### src/tng_pkg.sv
// Shared types, codes and character classes for the text tokenizer.
`timescale 1ns / 1ps

package tng_pkg;

	// Configuration register indexes.
	localparam int CFG_IDX_W = 1;
	localparam logic [CFG_IDX_W-1:0] REG_MODE  = 1'b0;
	localparam logic [CFG_IDX_W-1:0] REG_LIMIT = 1'b1;

	localparam int CFG_DATA_W = 16;

	// Mode codes. Any code other than these two splits on whitespace only.
	localparam logic [1:0] MODE_PUNCT = 2'd0;
	localparam logic [1:0] MODE_NGRAM = 2'd1;

	// Packed result payload width, rounded up to whole bytes.
	localparam int OUT_DATA_W = 56;

	// Character codes.
	localparam logic [7:0] CH_NUL    = 8'h00;
	localparam logic [7:0] CH_TAB    = 8'h09;
	localparam logic [7:0] CH_LF     = 8'h0A;
	localparam logic [7:0] CH_CR     = 8'h0D;
	localparam logic [7:0] CH_SPACE  = 8'h20;
	localparam logic [7:0] CH_BANG   = 8'h21;
	localparam logic [7:0] CH_DQUOTE = 8'h22;
	localparam logic [7:0] CH_SQUOTE = 8'h27;
	localparam logic [7:0] CH_LPAREN = 8'h28;
	localparam logic [7:0] CH_RPAREN = 8'h29;
	localparam logic [7:0] CH_COMMA  = 8'h2C;
	localparam logic [7:0] CH_DOT    = 8'h2E;
	localparam logic [7:0] CH_COLON  = 8'h3A;
	localparam logic [7:0] CH_SEMI   = 8'h3B;
	localparam logic [7:0] CH_QUEST  = 8'h3F;
	localparam logic [7:0] CH_LBRACK = 8'h5B;
	localparam logic [7:0] CH_RBRACK = 8'h5D;
	localparam logic [7:0] CH_LBRACE = 8'h7B;
	localparam logic [7:0] CH_RBRACE = 8'h7D;

	// What a queued job asks the back end to do.
	typedef struct packed {
		logic has_word;   // a finished word is attached
		logic ngram;      // expand the word into 2-grams and 3-grams
		logic has_close;  // the closing result follows the word
	} job_flags_t;

	function automatic logic is_space(input logic [7:0] b);
		logic r;
		case (b) inside
			CH_NUL, CH_TAB, CH_LF, CH_CR, CH_SPACE: r = 1'b1;
			default: r = 1'b0;
		endcase
		return r;
	endfunction

	function automatic logic is_mark(input logic [7:0] b);
		logic r;
		case (b) inside
			CH_DOT, CH_COMMA, CH_SEMI, CH_COLON, CH_BANG, CH_QUEST,
			CH_LPAREN, CH_RPAREN, CH_LBRACK, CH_RBRACK, CH_LBRACE,
			CH_RBRACE, CH_DQUOTE, CH_SQUOTE: r = 1'b1;
			default: r = 1'b0;
		endcase
		return r;
	endfunction

endpackage

### src/tng_front.sv
// Front end: classifies each byte, tracks the current word and queues finished words.
`timescale 1ns / 1ps

module tng_front #(
	parameter int MAX_WORD_CHARS = 32,
	parameter int COUNTER_BITS   = 16
) (
	input  logic                                      clk,
	input  logic                                      arst_n,
	input  logic [1:0]                                mode,
	input  logic                                      in_valid,
	output logic                                      in_ready,
	input  logic [7:0]                                in_byte,
	input  logic                                      in_eot,
	input  logic                                      job_full,
	output logic                                      job_push,
	output tng_pkg::job_flags_t                       job_flags,
	output logic [COUNTER_BITS-1:0]                   job_start,
	output logic [$clog2(MAX_WORD_CHARS)-1:0]         job_len,
	output logic [COUNTER_BITS-1:0]                   job_pos,
	output logic [COUNTER_BITS-1:0]                   job_close_words
);
	import tng_pkg::*;

	localparam int LEN_W = $clog2(MAX_WORD_CHARS);
	localparam logic [COUNTER_BITS-1:0] CNT_MAX = '1;
	localparam logic [LEN_W-1:0] CUT_LEN = LEN_W'(MAX_WORD_CHARS - 1);

	logic [COUNTER_BITS-1:0] scan_q;
	logic [COUNTER_BITS-1:0] start_q;
	logic [COUNTER_BITS-1:0] count_q;
	logic [LEN_W-1:0]        len_q;
	logic                    in_word_q;

	logic                    accept;
	logic                    delim;
	logic [LEN_W-1:0]        len_inc;
	logic [COUNTER_BITS-1:0] start_w;
	logic                    cut;
	logic                    finish;
	logic [COUNTER_BITS-1:0] count_inc;
	logic [COUNTER_BITS-1:0] scan_inc;

	assign in_ready = !job_full;
	assign accept   = in_valid && in_ready;

	always_comb begin
		delim     = is_space(in_byte) || ((mode == MODE_PUNCT) && is_mark(in_byte));
		len_inc   = in_word_q ? (len_q + LEN_W'(1)) : LEN_W'(1);
		start_w   = in_word_q ? start_q : scan_q;
		cut       = !delim && (len_inc >= CUT_LEN);
		// The end of text closes an open word as well.
		finish    = delim ? in_word_q : (cut || in_eot);
		count_inc = (count_q == CNT_MAX) ? count_q : (count_q + COUNTER_BITS'(1));
		scan_inc  = (scan_q == CNT_MAX) ? scan_q : (scan_q + COUNTER_BITS'(1));
	end

	assign job_push            = accept && (finish || in_eot);
	assign job_flags.has_word  = finish;
	assign job_flags.ngram     = (mode == MODE_NGRAM);
	assign job_flags.has_close = in_eot;
	assign job_start           = start_w;
	assign job_len             = delim ? len_q : len_inc;
	assign job_pos             = count_q;
	assign job_close_words     = finish ? count_inc : count_q;

	always_ff @(posedge clk or negedge arst_n) begin
		if (!arst_n) begin
			scan_q    <= '0;
			start_q   <= '0;
			count_q   <= '0;
			len_q     <= '0;
			in_word_q <= 1'b0;
		end else if (accept) begin
			if (in_eot) begin
				scan_q    <= '0;
				start_q   <= '0;
				count_q   <= '0;
				len_q     <= '0;
				in_word_q <= 1'b0;
			end else begin
				scan_q <= scan_inc;
				if (finish) begin
					count_q   <= count_inc;
					len_q     <= '0;
					in_word_q <= 1'b0;
				end else if (!delim) begin
					start_q   <= start_w;
					len_q     <= len_inc;
					in_word_q <= 1'b1;
				end
			end
		end
	end

	a_word_has_length: assert property (@(posedge clk) disable iff (!arst_n)
		in_word_q |-> (len_q != '0) && (len_q < CUT_LEN))
		else $error("open word with an impossible length");

	a_idle_length_zero: assert property (@(posedge clk) disable iff (!arst_n)
		!in_word_q |-> (len_q == '0))
		else $error("length left over outside a word");

endmodule

### src/tng_queue.sv
// Short first-word-fall-through queue that decouples the front end from the back end.
`timescale 1ns / 1ps

module tng_queue #(
	parameter int WIDTH = 8,
	parameter int DEPTH = 4
) (
	input  logic             clk,
	input  logic             arst_n,
	input  logic             push,
	input  logic [WIDTH-1:0] push_data,
	output logic             full,
	input  logic             pop,
	output logic             head_valid,
	output logic [WIDTH-1:0] head_data
);
	localparam int PTR_W = $clog2(DEPTH);
	localparam int CNT_W = $clog2(DEPTH + 1);
	localparam logic [PTR_W-1:0] LAST_PTR = PTR_W'(DEPTH - 1);

	logic [WIDTH-1:0] mem_q [DEPTH];
	logic [PTR_W-1:0] wr_ptr_q;
	logic [PTR_W-1:0] rd_ptr_q;
	logic [CNT_W-1:0] count_q;

	logic do_push;
	logic do_pop;

	assign full       = (count_q == CNT_W'(DEPTH));
	assign head_valid = (count_q != '0);
	assign head_data  = mem_q[rd_ptr_q];
	assign do_push    = push && !full;
	assign do_pop     = pop && head_valid;

	always_ff @(posedge clk) begin
		if (do_push) begin
			mem_q[wr_ptr_q] <= push_data;
		end
	end

	always_ff @(posedge clk or negedge arst_n) begin
		if (!arst_n) begin
			wr_ptr_q <= '0;
			rd_ptr_q <= '0;
			count_q  <= '0;
		end else begin
			if (do_push) begin
				wr_ptr_q <= (wr_ptr_q == LAST_PTR) ? '0 : (wr_ptr_q + PTR_W'(1));
			end
			if (do_pop) begin
				rd_ptr_q <= (rd_ptr_q == LAST_PTR) ? '0 : (rd_ptr_q + PTR_W'(1));
			end
			if (do_push && !do_pop) begin
				count_q <= count_q + CNT_W'(1);
			end else if (do_pop && !do_push) begin
				count_q <= count_q - CNT_W'(1);
			end
		end
	end

	a_count_bounded: assert property (@(posedge clk) disable iff (!arst_n)
		count_q <= CNT_W'(DEPTH))
		else $error("queue fill count beyond depth");

endmodule

### src/tng_back.sv
// Back end: expands queued jobs into token and closing results, one per cycle unless the output stalls.
`timescale 1ns / 1ps

module tng_back #(
	parameter int MAX_WORD_CHARS = 32,
	parameter int COUNTER_BITS   = 16
) (
	input  logic                                      clk,
	input  logic                                      arst_n,
	input  logic [15:0]                               token_limit,
	input  logic                                      head_valid,
	input  tng_pkg::job_flags_t                       head_flags,
	input  logic [COUNTER_BITS-1:0]                   head_start,
	input  logic [$clog2(MAX_WORD_CHARS)-1:0]         head_len,
	input  logic [COUNTER_BITS-1:0]                   head_pos,
	input  logic [COUNTER_BITS-1:0]                   head_close_words,
	output logic                                      pop,
	output logic                                      out_valid,
	input  logic                                      out_ready,
	output logic [15:0]                               out_offset,
	output logic [4:0]                                out_length,
	output logic [15:0]                               out_position,
	output logic                                      out_last,
	output logic                                      out_done,
	output logic [15:0]                               out_total
);
	import tng_pkg::*;

	localparam int LEN_W = $clog2(MAX_WORD_CHARS);
	localparam int CW    = (COUNTER_BITS > 16) ? COUNTER_BITS : 16;
	localparam logic [COUNTER_BITS-1:0] CNT_MAX = '1;
	localparam logic [LEN_W:0] G2 = (LEN_W + 1)'(2);
	localparam logic [LEN_W:0] G3 = (LEN_W + 1)'(3);

	// Job phases: the word's tokens first, then the closing result.
	localparam logic PH_WORD  = 1'b0;
	localparam logic PH_CLOSE = 1'b1;

	function automatic logic [15:0] clamp16(input logic [COUNTER_BITS-1:0] v);
		logic [CW-1:0] w;
		w = CW'(v);
		return (w > CW'(16'hFFFF)) ? 16'hFFFF : w[15:0];
	endfunction

	logic                    phase_q;
	logic                    g3_q;
	logic [LEN_W-1:0]        s_q;
	logic [COUNTER_BITS-1:0] emitted_q;

	logic                    out_valid_q;
	logic [15:0]             out_offset_q;
	logic [4:0]              out_length_q;
	logic [15:0]             out_position_q;
	logic                    out_last_q;
	logic                    out_done_q;
	logic [15:0]             out_total_q;

	logic                    go;
	logic                    limit_ok;
	logic                    limit_ok_next;
	logic [COUNTER_BITS-1:0] emitted_inc;
	logic [LEN_W:0]          gsize;
	logic [LEN_W:0]          sum_s;
	logic                    pos_ok;
	logic                    next_ok;
	logic                    more3;
	logic                    emit_tok;
	logic                    word_over;
	logic [COUNTER_BITS:0]   off_sum;
	logic [COUNTER_BITS-1:0] off_sat;

	logic                    load;
	logic [15:0]             ld_offset;
	logic [4:0]              ld_length;
	logic [15:0]             ld_position;
	logic                    ld_last;
	logic                    ld_done;
	logic [15:0]             ld_total;
	logic                    phase_n;
	logic                    g3_n;
	logic [LEN_W-1:0]        s_n;
	logic [COUNTER_BITS-1:0] emitted_n;

	assign go = head_valid && (!out_valid_q || out_ready);

	always_comb begin
		limit_ok      = CW'(emitted_q) < CW'(token_limit);
		emitted_inc   = (emitted_q == CNT_MAX) ? emitted_q : (emitted_q + COUNTER_BITS'(1));
		limit_ok_next = CW'(emitted_inc) < CW'(token_limit);
		gsize         = g3_q ? G3 : G2;
		sum_s         = {1'b0, s_q} + gsize;
		pos_ok        = sum_s <= {1'b0, head_len};
		next_ok       = (sum_s + (LEN_W + 1)'(1)) <= {1'b0, head_len};
		more3         = !g3_q && ({1'b0, head_len} >= G3);
		off_sum       = {1'b0, head_start} + (COUNTER_BITS + 1)'(s_q);
		off_sat       = off_sum[COUNTER_BITS] ? CNT_MAX : off_sum[COUNTER_BITS-1:0];

		if (head_flags.ngram) begin
			emit_tok  = pos_ok && limit_ok;
			word_over = !emit_tok || !((next_ok || more3) && limit_ok_next);
		end else begin
			emit_tok  = (head_len != '0) && limit_ok;
			word_over = 1'b1;
		end

		load        = 1'b0;
		ld_offset   = clamp16(off_sat);
		ld_length   = head_flags.ngram ? 5'(gsize) : 5'(head_len);
		ld_position = clamp16(head_pos);
		ld_last     = 1'b0;
		ld_done     = 1'b0;
		ld_total    = '0;
		pop         = 1'b0;
		phase_n     = phase_q;
		g3_n        = g3_q;
		s_n         = s_q;
		emitted_n   = emitted_q;

		unique case (phase_q)
			PH_WORD: begin
				if (!head_flags.has_word) begin
					load        = 1'b1;
					ld_offset   = '0;
					ld_length   = '0;
					ld_position = clamp16(head_close_words);
					ld_last     = 1'b1;
					ld_done     = 1'b1;
					ld_total    = clamp16(emitted_q);
					emitted_n   = '0;
					pop         = go;
				end else begin
					if (emit_tok) begin
						load      = 1'b1;
						ld_last   = word_over && !head_flags.has_close;
						emitted_n = emitted_inc;
					end
					if (word_over) begin
						if (head_flags.has_close) begin
							phase_n = PH_CLOSE;
						end else begin
							pop  = go;
							g3_n = 1'b0;
							s_n  = '0;
						end
					end else if (next_ok) begin
						s_n = s_q + LEN_W'(1);
					end else begin
						g3_n = 1'b1;
						s_n  = '0;
					end
				end
			end
			PH_CLOSE: begin
				load        = 1'b1;
				ld_offset   = '0;
				ld_length   = '0;
				ld_position = clamp16(head_close_words);
				ld_last     = 1'b1;
				ld_done     = 1'b1;
				ld_total    = clamp16(emitted_q);
				emitted_n   = '0;
				pop         = go;
				phase_n     = PH_WORD;
				g3_n        = 1'b0;
				s_n         = '0;
			end
			default: begin
				phase_n = PH_WORD;
			end
		endcase
	end

	always_ff @(posedge clk or negedge arst_n) begin
		if (!arst_n) begin
			phase_q     <= PH_WORD;
			g3_q        <= 1'b0;
			s_q         <= '0;
			emitted_q   <= '0;
			out_valid_q <= 1'b0;
		end else begin
			if (go) begin
				phase_q   <= phase_n;
				g3_q      <= g3_n;
				s_q       <= s_n;
				emitted_q <= emitted_n;
			end
			if (go && load) begin
				out_valid_q <= 1'b1;
			end else if (out_ready) begin
				out_valid_q <= 1'b0;
			end
		end
	end

	always_ff @(posedge clk) begin
		if (go && load) begin
			out_offset_q   <= ld_offset;
			out_length_q   <= ld_length;
			out_position_q <= ld_position;
			out_last_q     <= ld_last;
			out_done_q     <= ld_done;
			out_total_q    <= ld_total;
		end
	end

	assign out_valid    = out_valid_q;
	assign out_offset   = out_offset_q;
	assign out_length   = out_length_q;
	assign out_position = out_position_q;
	assign out_last     = out_last_q;
	assign out_done     = out_done_q;
	assign out_total    = out_total_q;

	a_close_needs_job: assert property (@(posedge clk) disable iff (!arst_n)
		(phase_q == PH_CLOSE) |-> head_valid)
		else $error("closing phase without a job at the queue head");

	a_close_clears_count: assert property (@(posedge clk) disable iff (!arst_n)
		(go && load && ld_done) |=> (emitted_q == '0))
		else $error("token count not cleared after a closing result");

endmodule

### src/text_tokenizer_ngram.sv
// Top level of the byte-stream tokenizer with character n-gram expansion.
// Each result passes through the job queue and then the output register to the master side.
// Throughput: one byte per cycle while the job queue has room; the back end gives one
// result per cycle while the master side is ready, an n-gram word's 2-grams before its 3-grams.
// A word that gives no token, or a text end, still takes its turn in the back end.
// Reset clears all counters and the queue, sets mode 0 and a token limit of 65535.
`timescale 1ns / 1ps

module text_tokenizer_ngram #(
	parameter int MAX_WORD_CHARS = 32,
	parameter int COUNTER_BITS   = 16
) (
	input  logic                              clk,
	input  logic                              arst_n,
	// Configuration write port.
	input  logic                              cfg_we,
	input  logic [tng_pkg::CFG_IDX_W-1:0]     cfg_index,
	input  logic [tng_pkg::CFG_DATA_W-1:0]    cfg_wdata,
	// Byte input stream.
	input  logic                              s_tvalid,
	output logic                              s_tready,
	input  logic [7:0]                        s_tdata,   // byte_value
	input  logic                              s_tlast,   // end of text
	// Result stream.
	output logic                              m_tvalid,
	input  logic                              m_tready,
	// token_offset[15:0], token_length[20:16], word_position[36:21],
	// tokens_total[52:37], zero fill[55:53]
	output logic [tng_pkg::OUT_DATA_W-1:0]    m_tdata,
	output logic                              m_tuser,   // text_done
	output logic                              m_tlast    // last result of this byte
);
	import tng_pkg::*;

	localparam int LEN_W    = $clog2(MAX_WORD_CHARS);
	localparam int FLAG_W   = $bits(job_flags_t);
	localparam int JOB_W    = FLAG_W + 3 * COUNTER_BITS + LEN_W;
	localparam int QDEPTH   = 4;
	localparam int OUT_USED = 16 + 5 + 16 + 16;

	// Configuration registers. The user must write them only while the block is idle; the
	// block does not enforce this, and both halves read them directly.
	logic [1:0]  mode_q;
	logic [15:0] limit_q;

	always_ff @(posedge clk or negedge arst_n) begin
		if (!arst_n) begin
			mode_q  <= MODE_PUNCT;
			limit_q <= 16'hFFFF;
		end else if (cfg_we) begin
			case (cfg_index)
				REG_MODE:  mode_q  <= cfg_wdata[1:0];
				REG_LIMIT: limit_q <= cfg_wdata[15:0];
				default: ;
			endcase
		end
	end

	// Front end: one byte per cycle while the job queue has room, a job for every finished word or text end.
	logic                    job_full;
	logic                    job_push;
	job_flags_t              job_flags;
	logic [COUNTER_BITS-1:0] job_start;
	logic [LEN_W-1:0]        job_len;
	logic [COUNTER_BITS-1:0] job_pos;
	logic [COUNTER_BITS-1:0] job_close_words;

	tng_front #(
		.MAX_WORD_CHARS(MAX_WORD_CHARS),
		.COUNTER_BITS  (COUNTER_BITS)
	) u_front (
		.clk            (clk),
		.arst_n         (arst_n),
		.mode           (mode_q),
		.in_valid       (s_tvalid),
		.in_ready       (s_tready),
		.in_byte        (s_tdata),
		.in_eot         (s_tlast),
		.job_full       (job_full),
		.job_push       (job_push),
		.job_flags      (job_flags),
		.job_start      (job_start),
		.job_len        (job_len),
		.job_pos        (job_pos),
		.job_close_words(job_close_words)
	);

	// The queue lets the front keep scanning while the back end works through
	// the n-grams of an earlier word.
	logic [JOB_W-1:0]        push_data;
	logic [JOB_W-1:0]        head_data;
	logic                    head_valid;
	logic                    head_pop;
	job_flags_t              head_flags;
	logic [COUNTER_BITS-1:0] head_start;
	logic [LEN_W-1:0]        head_len;
	logic [COUNTER_BITS-1:0] head_pos;
	logic [COUNTER_BITS-1:0] head_close_words;

	assign push_data = {job_flags, job_start, job_len, job_pos, job_close_words};
	assign {head_flags, head_start, head_len, head_pos, head_close_words} = head_data;

	tng_queue #(
		.WIDTH(JOB_W),
		.DEPTH(QDEPTH)
	) u_queue (
		.clk       (clk),
		.arst_n    (arst_n),
		.push      (job_push),
		.push_data (push_data),
		.full      (job_full),
		.pop       (head_pop),
		.head_valid(head_valid),
		.head_data (head_data)
	);

	// Back end: one result per cycle into the output register while the result side is ready.
	logic [15:0] out_offset;
	logic [4:0]  out_length;
	logic [15:0] out_position;
	logic [15:0] out_total;

	tng_back #(
		.MAX_WORD_CHARS(MAX_WORD_CHARS),
		.COUNTER_BITS  (COUNTER_BITS)
	) u_back (
		.clk             (clk),
		.arst_n          (arst_n),
		.token_limit     (limit_q),
		.head_valid      (head_valid),
		.head_flags      (head_flags),
		.head_start      (head_start),
		.head_len        (head_len),
		.head_pos        (head_pos),
		.head_close_words(head_close_words),
		.pop             (head_pop),
		.out_valid       (m_tvalid),
		.out_ready       (m_tready),
		.out_offset      (out_offset),
		.out_length      (out_length),
		.out_position    (out_position),
		.out_last        (m_tlast),
		.out_done        (m_tuser),
		.out_total       (out_total)
	);

	assign m_tdata = {(OUT_DATA_W - OUT_USED)'(0), out_total, out_position, out_length,
		out_offset};

endmodule

### config.mk
export PLATFORM = sky130hd
export DESIGN_NAME = text_tokenizer_ngram
export DESIGN_NICKNAME = d
export VERILOG_FILES = /design/src/tng_pkg.sv /design/src/tng_front.sv /design/src/tng_queue.sv /design/src/tng_back.sv /design/src/text_tokenizer_ngram.sv
export SDC_FILE = /design/constraint.sdc
export NUM_CORES = 1
export LEC_CHECK = 0
export ABC_AREA = 1
export ABC_CLOCK_PERIOD_IN_PS = 8400
export BUFFER_PORTS_ARGS = -buffer_cell sky130_fd_sc_hd__buf_2
export CORE_MARGIN = 8
export CORE_UTILIZATION = 64
export CTS_CLUSTER_DIAMETER = 30
export DETAILED_ROUTE_END_ITERATION = 10
export PLACE_DENSITY_LB_ADDON = 0.08
export SLEW_MARGIN = 20
export SYNTH_ARGS = -nofsm -noshare
export SYNTH_HDL_FRONTEND = slang
export SYNTH_SLANG_ARGS = --single-unit
### constraint.sdc
create_clock -name clk -period 8.4 [get_ports clk]
set_input_delay 0.84 -clock clk [delete_from_list [all_inputs] [get_ports clk]]
set_output_delay 0.84 -clock clk [all_outputs]
set_load 0.01 [all_outputs]
======== Yosys cells after proc, flatten, opt, wreduce, memory -nomap -nowiden ========
Memories as Yosys holds them, arrays and structs flattened.
Index checks and enable logic that the tools add are counted.
storage, ports and cells
  register bits after elaboration ......... 158
  bits in writable memories ............... 224
  input bits .............................. 31
  output and inout port bits .............. 60
  word-level logic and storage cells ...... 199
  memories kept ........................... 1
cells by class
  $add $sub $neg .......................... 12
  $lt $le $gt $ge ......................... 10
  eq/ne operators ......................... 33
  mux-type cells .......................... 74
  bitwise logic cells ..................... 2
  reductions and logical operators ........ 46
memories
  memory         depth  width  read ports  clocked after memory_dff  write ports  line             text
  u_queue.mem_q  4      56     1           0                         1            tng_queue.sv:21  logic [WIDTH-1:0] mem_q [DEPTH];
operators by type and width
  cell                                                    number
  2-to-1 mux 16 bit                                       20
  one-hot mux 16 bit (2 select lines)                     4
  equality test 8 x 6 -> 1 bit (second input constant)    11
  greater-than comparator 16 bit (second input constant)  4
  2-to-1 mux 5 bit                                        10
  adder 16 x 1 -> 16 bit (second input constant)          3
  equality test 16 bit (second input constant)            3
  equality test 8 x 7 -> 1 bit (second input constant)    4
  < comparator 16 bit                                     2
  2-to-1 mux 1 bit                                        28
  equality test 8 x 4 -> 1 bit (second input constant)    3
  one-hot mux 5 bit (2 select lines)                      2
  adder 16 x 5 -> 17 bit                                  1
  logical AND 1 bit                                       15
  OR reduction 14 bit                                     1
  <= comparator 6 x 5 -> 1 bit                            2
  one-hot mux 1 bit (2 select lines)                      6
  adder 5 x 1 -> 5 bit (second input constant)            2
  AND reduction 2 bit                                     5
  zero test 1 bit                                         9
  inequality test 3 bit (second input constant)           3
  zero test 8 bit                                         1
  inequality test 2 bit (second input constant)           4
  adder 5 x 6 -> 6 bit                                    1
  other kinds (21)                                        33

======== Depth between registers and ports, before layout ========
Gate-level depths: netlist of run 1.
  depth in word-level cells ............... 16
  gate-level depth with buffers ........... 28
  gate-level depth less buffers ........... 28

======== Cells and area by module ========
A second synthesis of run 1 with hierarchy kept.
unflattened totals
  cells, all modules ...................... 1966
  area, all modules ....................... 19387.3 µm²
by module, submodules not included
  module                instances  cells each  area each (µm²)  sequential area each (µm²)
  tng_queue             1          713         9693.0           6901.6
  tng_back              1          602         5182.5           2252.2
  tng_front             1          567         3663.5           1351.3
  text_tokenizer_ngram  1          84          848.3            470.5

======== Worst setup path before layout of run 1 ========
No wires, ideal clock.
  path kind ............................... in2reg
  start ................................... input s_tdata[0]
  end ..................................... memory u_queue.mem_q[0][0] (netlist name), enable pin
  setup time .............................. 470 ps
  arrival ................................. 4303 ps
  data required time ...................... 7930 ps
  slack ................................... 3627 ps
  stages on the path ...................... 14
  buffers on the path ..................... 0
  cells stage by stage .................... inv_1 > nand2_1 > nand2_1 > o2111ai_1 > nand2_1 > nand2_1 > nand2_1 > nand2_1 > nand2_2 > nand2_2 > nand2_4 > nand2_2 > nand2_2 > nor2_1
between the ends
  longest elaborated chain between the ends .. 14
  elaborated cells between the ends (all ways) .. 34
  those cells by class .................... eq/ne (18); mux (5); reduce/logical (11)
RTL lines
  item                                                                                 line                        text
  start: declaration                                                                   text_tokenizer_ngram.sv:22  input logic [7:0] s_tdata,
  equality test 8 x 6 -> 1 bit / equality test 8 x 7 -> 1 bit (equally long branches)  tng_front.sv:48             delim = is_space(in_byte) || ((mode == MODE_PUNCT) && is_mark(in_byte));
  OR reduction 14 bit                                                                  tng_pkg.sv:59               case (b) inside
  2-to-1 mux 1 bit                                                                     tng_pkg.sv:59
  logical AND 1 bit                                                                    tng_front.sv:48
  logical OR 1 bit *                                                                   tng_front.sv:48
  zero test 1 bit                                                                      tng_front.sv:51             cut = !delim && (len_inc >= CUT_LEN);
  logical AND 1 bit                                                                    tng_front.sv:51
  logical OR 1 bit                                                                     tng_front.sv:53             finish = delim ? in_word_q : (cut || in_eot);
  2-to-1 mux 1 bit *                                                                   tng_front.sv:53
  logical OR 1 bit *                                                                   tng_front.sv:58             assign job_push = accept && (finish || in_eot);
  logical AND 1 bit *                                                                  tng_front.sv:58
  logical AND 1 bit *                                                                  tng_queue.sv:32             assign do_push = push && !full;
  2-to-1 mux 1 bit *                                                                   tng_queue.sv:36             if (do_push) begin
  2-to-1 mux 1 bit (not written as such) *                                             tng_queue.sv:37             mem_q[wr_ptr_q] <= push_data;
  end: declaration                                                                     tng_queue.sv:21
Mark *: on every way between the ends. The rest lies on a longest branch, timed or not.

======== Worst setup path after layout of run 1 ========
  start ................................... register u_queue.rd_ptr_q[0]
  end ..................................... register u_back.emitted_q[15]
between the ends
  longest elaborated chain between the ends .. 6
  elaborated cells between the ends (all ways) .. 10
  those cells by class .................... order compare (1); eq/ne (1); mux (3); reduce/logical (4); memory (1)
RTL lines
  item                                                                       line                             text
  start: declaration                                                         tng_queue.sv:23                  logic [PTR_W-1:0] rd_ptr_q;
  start signal: assignment                                                   tng_queue.sv:51                  rd_ptr_q <= (rd_ptr_q == LAST_PTR) ? '0 : (rd_ptr_q + PTR_W'(1));
  memory (4 x 56 bit) *                                                      --
  <= comparator 6 x 5 -> 1 bit / nonzero test 5 bit (equally long branches)  tng_back.sv:92, tng_back.sv:102
  logical AND 1 bit (on tied branches)                                       tng_back.sv:99, tng_back.sv:102
  2-to-1 mux 1 bit                                                           tng_back.sv:98                   if (head_flags.ngram) begin
  inequality test 3 x 2 -> 1 bit (no source line)                            --
  AND reduction 2 bit (no source line)                                       --
  end signal: assignment                                                     tng_back.sv:185                  emitted_q <= emitted_n;
  end: declaration                                                           tng_back.sv:48                   logic [COUNTER_BITS-1:0] emitted_q;
Marked as above.
A chain may end at the register's enable or synchronous reset.

==> reports/results.txt, run 1 <==
Highest clock rate - 0.213 GHz
CTS Sinks - 382
Wire per inst - 18.1 um
Top Layer Used - met4
Final worst path period need - 4700 ps
Setup violators final - 0
Wire length on met3 - 3370 um
Vias in the first global route - 13300
Routed via count - 13600
Yosys cell types - 63
Die ar. - 34300 sq um
Diode count - 0
Die Ht - 185 um
Maximum clock path buffer count - 3
Fin crit share - 56.0%
Top_reg_cell synth - edfxtp_1
Clk slew on worst S/H paths - 50 ps
Global-route wire length before repair - 68500 um
Drt pass-1 iters - 6
CP Launch Type - register
Post-synthesis register bit count - 382
Layout area overhead - 16.9%
Avg Inst Size Synth - 10.1 sq um
Final core occ - 75.3%
Fin. max-slew vios - 0
Initial Util - 64.4%
Worst clock skew - 17.9 ps
Overall Global Routing Usage - 25.2%
CP max FO - 110
CTS tree - done
Core Rows - 62
Met2 Wirelength - 20200 um
Initial antenna violation count - 0
Commonest non-fill, non-tap cells in the layout - nand2_1 (347), edfxtp_1 (279), inv_1 (189)
Crit. End Element - register
Top-Level Pins - 91
RR Startpoint - u_queue.rd_ptr_q[0]
CTS Hold Buffers Added - 0
Largest net degree at the start of global routing - 111
DRT met1 WL - 18600 um
Min-delay worst type - input pin to asynchronous set/reset pin
Core Region - 28500 sq um
Cell Area, Synth - 18300 sq um
CTS Buf Count - 73
Crit Path Class - register to register
CP Data Required Time - 8840 ps
Final instance area - 21400 sq um
Commonest non-fill, non-tap cell in the layout - nand2_1
Placed cell area - 19000 sq um
Routed Antenna Nets - 0
VDD IR max - 0.000240 V
Final RePlAce weighted congestion - 0.885
Filler cells - 1886
Setup Buffers After CTS - 0
Leak - 9.13 nW
Synthesized instance count - 1818
WL final - 42900 um
Clock Latency Late Sink - 560 ps
Total number of yosys warnings - 0
Post-synthesis sequential area ratio - 59.8%
GRT overflow - 0
Vias/cell - 5.76
Nets@finish - 2013
FFs w/ async S/R, synth - 27.0%
CTS H-tree depth - 3
Fin. Hold Viols - 0
Critical path arrival - 5140 ps
Unrepaired setup endpoints after global routing - false
Post-DP HPWL - 26500 um
Post-synth EDFFs - 279
Status - finished clean
Clock root cell - clkbuf_16
Share of layout cells above drive strength 1 - 15.5%
DRT iter0 DRCs - 1174
Worst slew pin tran - 977 ps
PostCTS Resize Cnt - 0
Critical Path Source - u_queue.rd_ptr_q[0]
Total power per unit cell area - 375 nW/um^2
Max-slew headroom - 34.2%
Setup_tns - 0 ps
# DRC - 0
Die X - 185 um
Port bufs - 87
Max-capacitance violation count - 0
==> cell families after synthesis <==
logic type	after synthesis	share of synthesized area (%)
other	1	0.0204
and+or+nand+nor	699	16.6
DFF	382	59.8
xor gates and xnor gates	34	1.66
adders and majority gates	61	4.24
AOI/OAI and AO/OA	362	11.1
buffers and inverters	279	6.54
==> area by class of cell <==
class / instances / area (sq um) / share of cell area, %
Sequential cell: 382 / 11000 / 51.2
Tap cell: 384 / 480 / 2.24
Multi-Input combinational cell: 1159 / 6210 / 29.0
Inverter: 206 / 781 / 3.64
Clock buffer: 82 / 1920 / 8.97
Timing Repair Buffer: 99 / 528 / 2.46
Clock inverter: 53 / 529 / 2.47
==> per-stage QoR <==
stage | total power [mW] | instances | hold WS, ps | setup WS (ps)
6_report | 8.04 | 2365 | 293 | 3700
5_1_grt | 8.47 | 2365 | 317 | 3310
4_1_cts | 8.07 | 2365 | 293 | 3650
3_5_place_dp | 5.20 | 2230 | 471 | 3740
3_3_place_gp | 5.13 | 2230 | 462 | 3910
2_1_floorplan | 4.51 | 1820 | 449 | 3630
==> cell usage after synthesis (22+ instances only) <==
| library cell | number | area share [%] |
|---|---|---|
| a21oi_1 | 92 | 2.5 |
| clkbuf_1 | 37 | 0.76 |
| dfrtp_1 | 87 | 12 |
| edfxtp_1 | 279 | 46 |
| ha_1 | 59 | 4.0 |
| inv_1 | 189 | 3.9 |
| nand2_1 | 347 | 7.1 |
| nand3_1 | 103 | 2.8 |
| nor2_1 | 170 | 3.5 |
| nor3_1 | 22 | 0.60 |
| o21ai_0 | 179 | 4.9 |
| o22ai_1 | 23 | 0.78 |
| xor2_1 | 23 | 1.1 |
==> path summary, 6_finish.rpt <==
check / slack, ps / to / depth (start not counted)
max in group asynchronous: 6790 / u_front.job_pos[6] / 2
min in group clk: 480 / u_front.len_q[4] / 2
worst min register to register: 480 / u_front.len_q[4] / 2
worst max-delay path: 3700 / u_back.emitted_q[15] / 18
worst min-delay path: 290 / mode_q[0] / 1
worst max register to register: 3700 / u_back.emitted_q[15] / 18
==> report_power, final <==
| group | switching [mW] | internal (mW) |
|---|---|---|
| Clock | 0.989 | 1.85 |
| Combinational | 1.67 | 0.702 |
| Sequential | 0.219 | 2.60 |
| Total | 2.88 | 5.16 |
==> worst max-delay path, stage by stage (launching register included) <==
cell	delay, ps
dfrtp_4	680
inv_6	640
nand2_1	130
nand3_1	120
nand2_1	150
ha_1	340
inv_1	60
o21bai_1	60
a21oi_1	110
o21ai_0	90
o21ai_0	150
nand4_4	170
o21ai_2	100
nor2_2	60
nor2_4	570
buf_4	650
inv_2	250
nand2_1	130
nand2_1	60
==> sequential cells by signal (all words and copies together), names as in the netlist <==
register	count
limit_q	16
u_back.out_offset	16
u_back.emitted_q	16
u_back.out_valid	1
u_front.job_pos	16
u_back.out_position	16
u_back.phase_q	1
u_front.start_q	16
u_back.out_length	5
u_queue.rd_ptr_q	2
u_back.out_last	1
u_back.out_total	16
u_queue.wr_ptr_q	2
u_back.s_q	5
u_queue.count_q	3
u_front.len_q	5
mode_q	2
u_back.g3_q	1
u_front.scan_q	16
u_front.in_word_q	1
u_back.out_done	1
u_queue.mem_q	224
==> routing by layer <==
layer  track usage (%)  up-vias
met3              4.71       63
met4              7.07        0
met5                 0        -
li1                  -     6460
met2              40.9      548
met1              34.6     6548
Note: power is estimated with default switching activity, not from simulation.
==> run 2, diff against run 1 <==
ABC_AREA = 0   (was 1)
ABC_CLOCK_PERIOD_IN_PS = 4800   (was 8400)
CORE_UTILIZATION = 61   (was 64)
clock period = 4.8 ns   (was 8.4 ns; I/O delays follow)
==> reports/results.txt, run 2 <==
Top-Level Pins - 91 (unchanged)
CP Launch Type - register
Fin. Hold Viols - 0 (unchanged)
Wire per inst - 20.6 um (+14%)
Synth area leaders - edfxtp_1 (48%), dfrtp_1 (12%), mux4_2 (7.2%)
CP peak stage delay - 470 ps (-210 ps)
CP max FO - 5 (-95%)
Max reg flops - 224 (unchanged)
Yosys cell types - 71 (+13%)
Vias/cell - 5.96 (+3.5%)
Routed Antenna Nets - 0 (unchanged)
Worst path most repeated cell - inv_1
Initial Util - 61.7% (-2.7 points)
Worst clock skew - 24.8 ps (+6.86 ps)
Clock Latency Late Sink - 560 ps (about the same)
Wire length on met3 - 2440 um (-28%)
Share of layout cells above drive strength 1 - 27.9% (+12 points)
Max-capacitance violation count - 0 (unchanged)
Min-delay worst type - input pin to register
Die ar. - 34600 sq um (+0.76%)
Total number of yosys warnings - 0 (unchanged)
Cell Area, Synth - 17600 sq um (-3.9%)
FFs w/ async S/R, synth - 27.0% (unchanged)
Leak - 8.46 nW (-7.3%)
DRT iter0 DRCs - 778 (-34%)
VDD IR max - 0.000419 V (+75%)
Overall Global Routing Usage - 22.3% (-2.9 points)
Largest net degree at the start of global routing - 76 (-32%)
Post-synth EDFFs - 279 (unchanged)
Commonest non-fill, non-tap cells in the layout - edfxtp_1 (279), buf_2 (86), dfrtp_1 (83)
Filler cells - 1837 (-2.6%)
Area share of the largest cell type after synthesis - 47.5% (+1.9 points)
GRT overflow - 0 (unchanged)
Fin crit share - 93.8% (+38 points)
Finished Layout Cells - 1826 (-23%)
Critical path, cell by cell - ha_4, inv_1, ha_2, or3b_2, o31ai_1, nand2_1, xnor2_1, ha_1, and3_1, o21ai_0, a32oi_1, o32ai_2, o2111ai_2, o21a_1, o21a_1, inv_1, ha_2, inv_1, fa_1, xor2_1, nor2_1, xor2_1
Post-synthesis register bit count - 382 (unchanged)
Nets@finish - 1477 (-27%)
Critical path arrival - 4970 ps (-170 ps)
Critical path's slowest cell - or3b_2
Crit. End Element - register
Final instance area - 21200 sq um (-1.1%)
Setup violators final - 0 (unchanged)
Register with the most flip-flops - u_queue.mem_q
CTS H-tree depth - 3 (unchanged)
Post-DP HPWL - 23800 um (-10%)
Die X - 186 um (+0.38%)
Global-route wire length before repair - 59800 um (-13%)
Avg Inst Size Synth - 14.2 sq um (+41%)
Synthesized instance count - 1238 (-32%)
Drt pass-1 iters - 5 (-1)
Diode count - 0 (unchanged)
Total power per unit cell area - 641 nW/um^2 (+71%)
Cell with the most instances after synthesis - edfxtp_1
Final worst path period need - 4500 ps (-201 ps)
Largest delay share family, worst path - compound AO/OA/AOI/OAI gates
Highest clock rate - 0.222 GHz (+4.5%)
Worst slew pin tran - 880 ps (-97.1 ps)
# DRC - 0 (unchanged)
Die Ht - 186 um (+0.38%)
Status - finished clean
Setup_tns - 0 ps (unchanged)
CTS Buf Count - 72 (-1.4%)
WL final - 37600 um (-12%)
Commonest non-fill, non-tap cell in the layout - edfxtp_1
CTS Sinks - 382 (unchanged)
Synth area leader - edfxtp_1
Layout area overhead - 20.3%
Initial antenna violation count - 0 (unchanged)
Placed cell area - 18600 sq um (-1.9%)
Maximum clock path buffer count - 3 (unchanged)
Commonest cells in the netlist - edfxtp_1 (279), dfrtp_1 (87), nor2_1 (76)
Top_reg_cell synth - edfxtp_1
Clock root cell - clkbuf_16
Port bufs - 87 (unchanged)
CTS tree - done
Final RePlAce weighted congestion - 0.928 (+4.8%)
Core Rows - 62 (unchanged)
Cells after DPL - 1693 (-24%)
Clk slew on worst S/H paths - 50 ps (about the same)
Fin. max-slew vios - 0 (unchanged)
Routed via count - 10900 (-20%)
CP Buf/Inv Count - 3 (-1)
CP Data Required Time - 5260 ps (-3580 ps)
DRT met1 WL - 15500 um (-17%)
Core Region - 28500 sq um (+0.27%)
Post-synthesis sequential area ratio - 62.3% (+2.4 points)
Crit Path Class - register to register
Max-slew headroom - 41.3% (+7.2 points)
Met2 Wirelength - 18600 um (-8.1%)
Top Layer Used - met4
Vias in the first global route - 11300 (-15%)
==> run 2: worst paths after layout <==
path,from,endpoint,slack (ps),cells past startpoint
hold / removal,cfg_wdata[12],limit_q[12],160,2
setup / recovery,u_back.s_q[0],u_queue.count_q[2],300,22
max in group asynchronous,arst_n,u_queue.rd_ptr_q[1],3360,3
min in group asynchronous,arst_n,mode_q[0],510,2
setup reg to reg,u_back.s_q[0],u_queue.count_q[2],300,22
hold reg to reg,u_front.start_q[8],u_front.start_q[8],490,1
==> run 2: cell families after synthesis <==
kind of cell               after synthesis  synth area share [%]
DFF                                    382                  62.3
muxes                                  134                  12.0
adders and majority gates               62                  4.48
and+or+nand+nor                        322                  9.31
xor gates and xnor gates                50                  2.48
AOI/OAI and AO/OA                      188                  7.08
buffers and inverters                   99                  2.31
other                                    1                0.0213
==> run 2: area by class of cell <==
| type | count | area (sq um) | area share [%] |
|---|---|---|---|
| clock inverters | 45 | 568 | 2.68 |
| inverters | 50 | 188 | 0.885 |
| clock buffers | 86 | 1950 | 9.19 |
| multi-input cells | 759 | 6310 | 29.8 |
| well taps | 384 | 480 | 2.27 |
| flip-flops and latches | 382 | 11000 | 51.8 |
| repair buffers | 120 | 726 | 3.42 |
==> run 2: report_power, final <==
part	internal (mW)	total (mW)	switching, mW
sequential	4.44	4.76	0.313
combinational	1.55	3.70	2.15
clock	3.46	5.13	1.67
==> run 2: per-layer routing <==
layer	track usage [%]	vias to the layer above
li1	-	5045
met1	28.0	5423
met2	37.3	333
met5	0	-
met4	9.02	0
met3	4.86	87
==> run 2: timing repair <==
item,4_1_cts,5_1_grt
hold buffers,1,0
resized for setup,0,11
setup buffers,0,1
endpoints found under the setup margin,0,2
hold endpoints to repair,27,0
==> run 2: stage by stage <==
stage | util (%) | power, mW | setup WS [ps] | hold slack, ps
2_1_floorplan | - | 7.31 | 460 | 184
3_3_place_gp | 65.2 | 8.36 | 301 | 468
3_5_place_dp | 65.2 | 8.47 | 197 | 476
4_1_cts | 74.1 | 13.7 | 128 | 149
5_1_grt | 74.3 | 14.2 | -24.7 | 147
6_report | 74.3 | 13.6 | 299 | 162
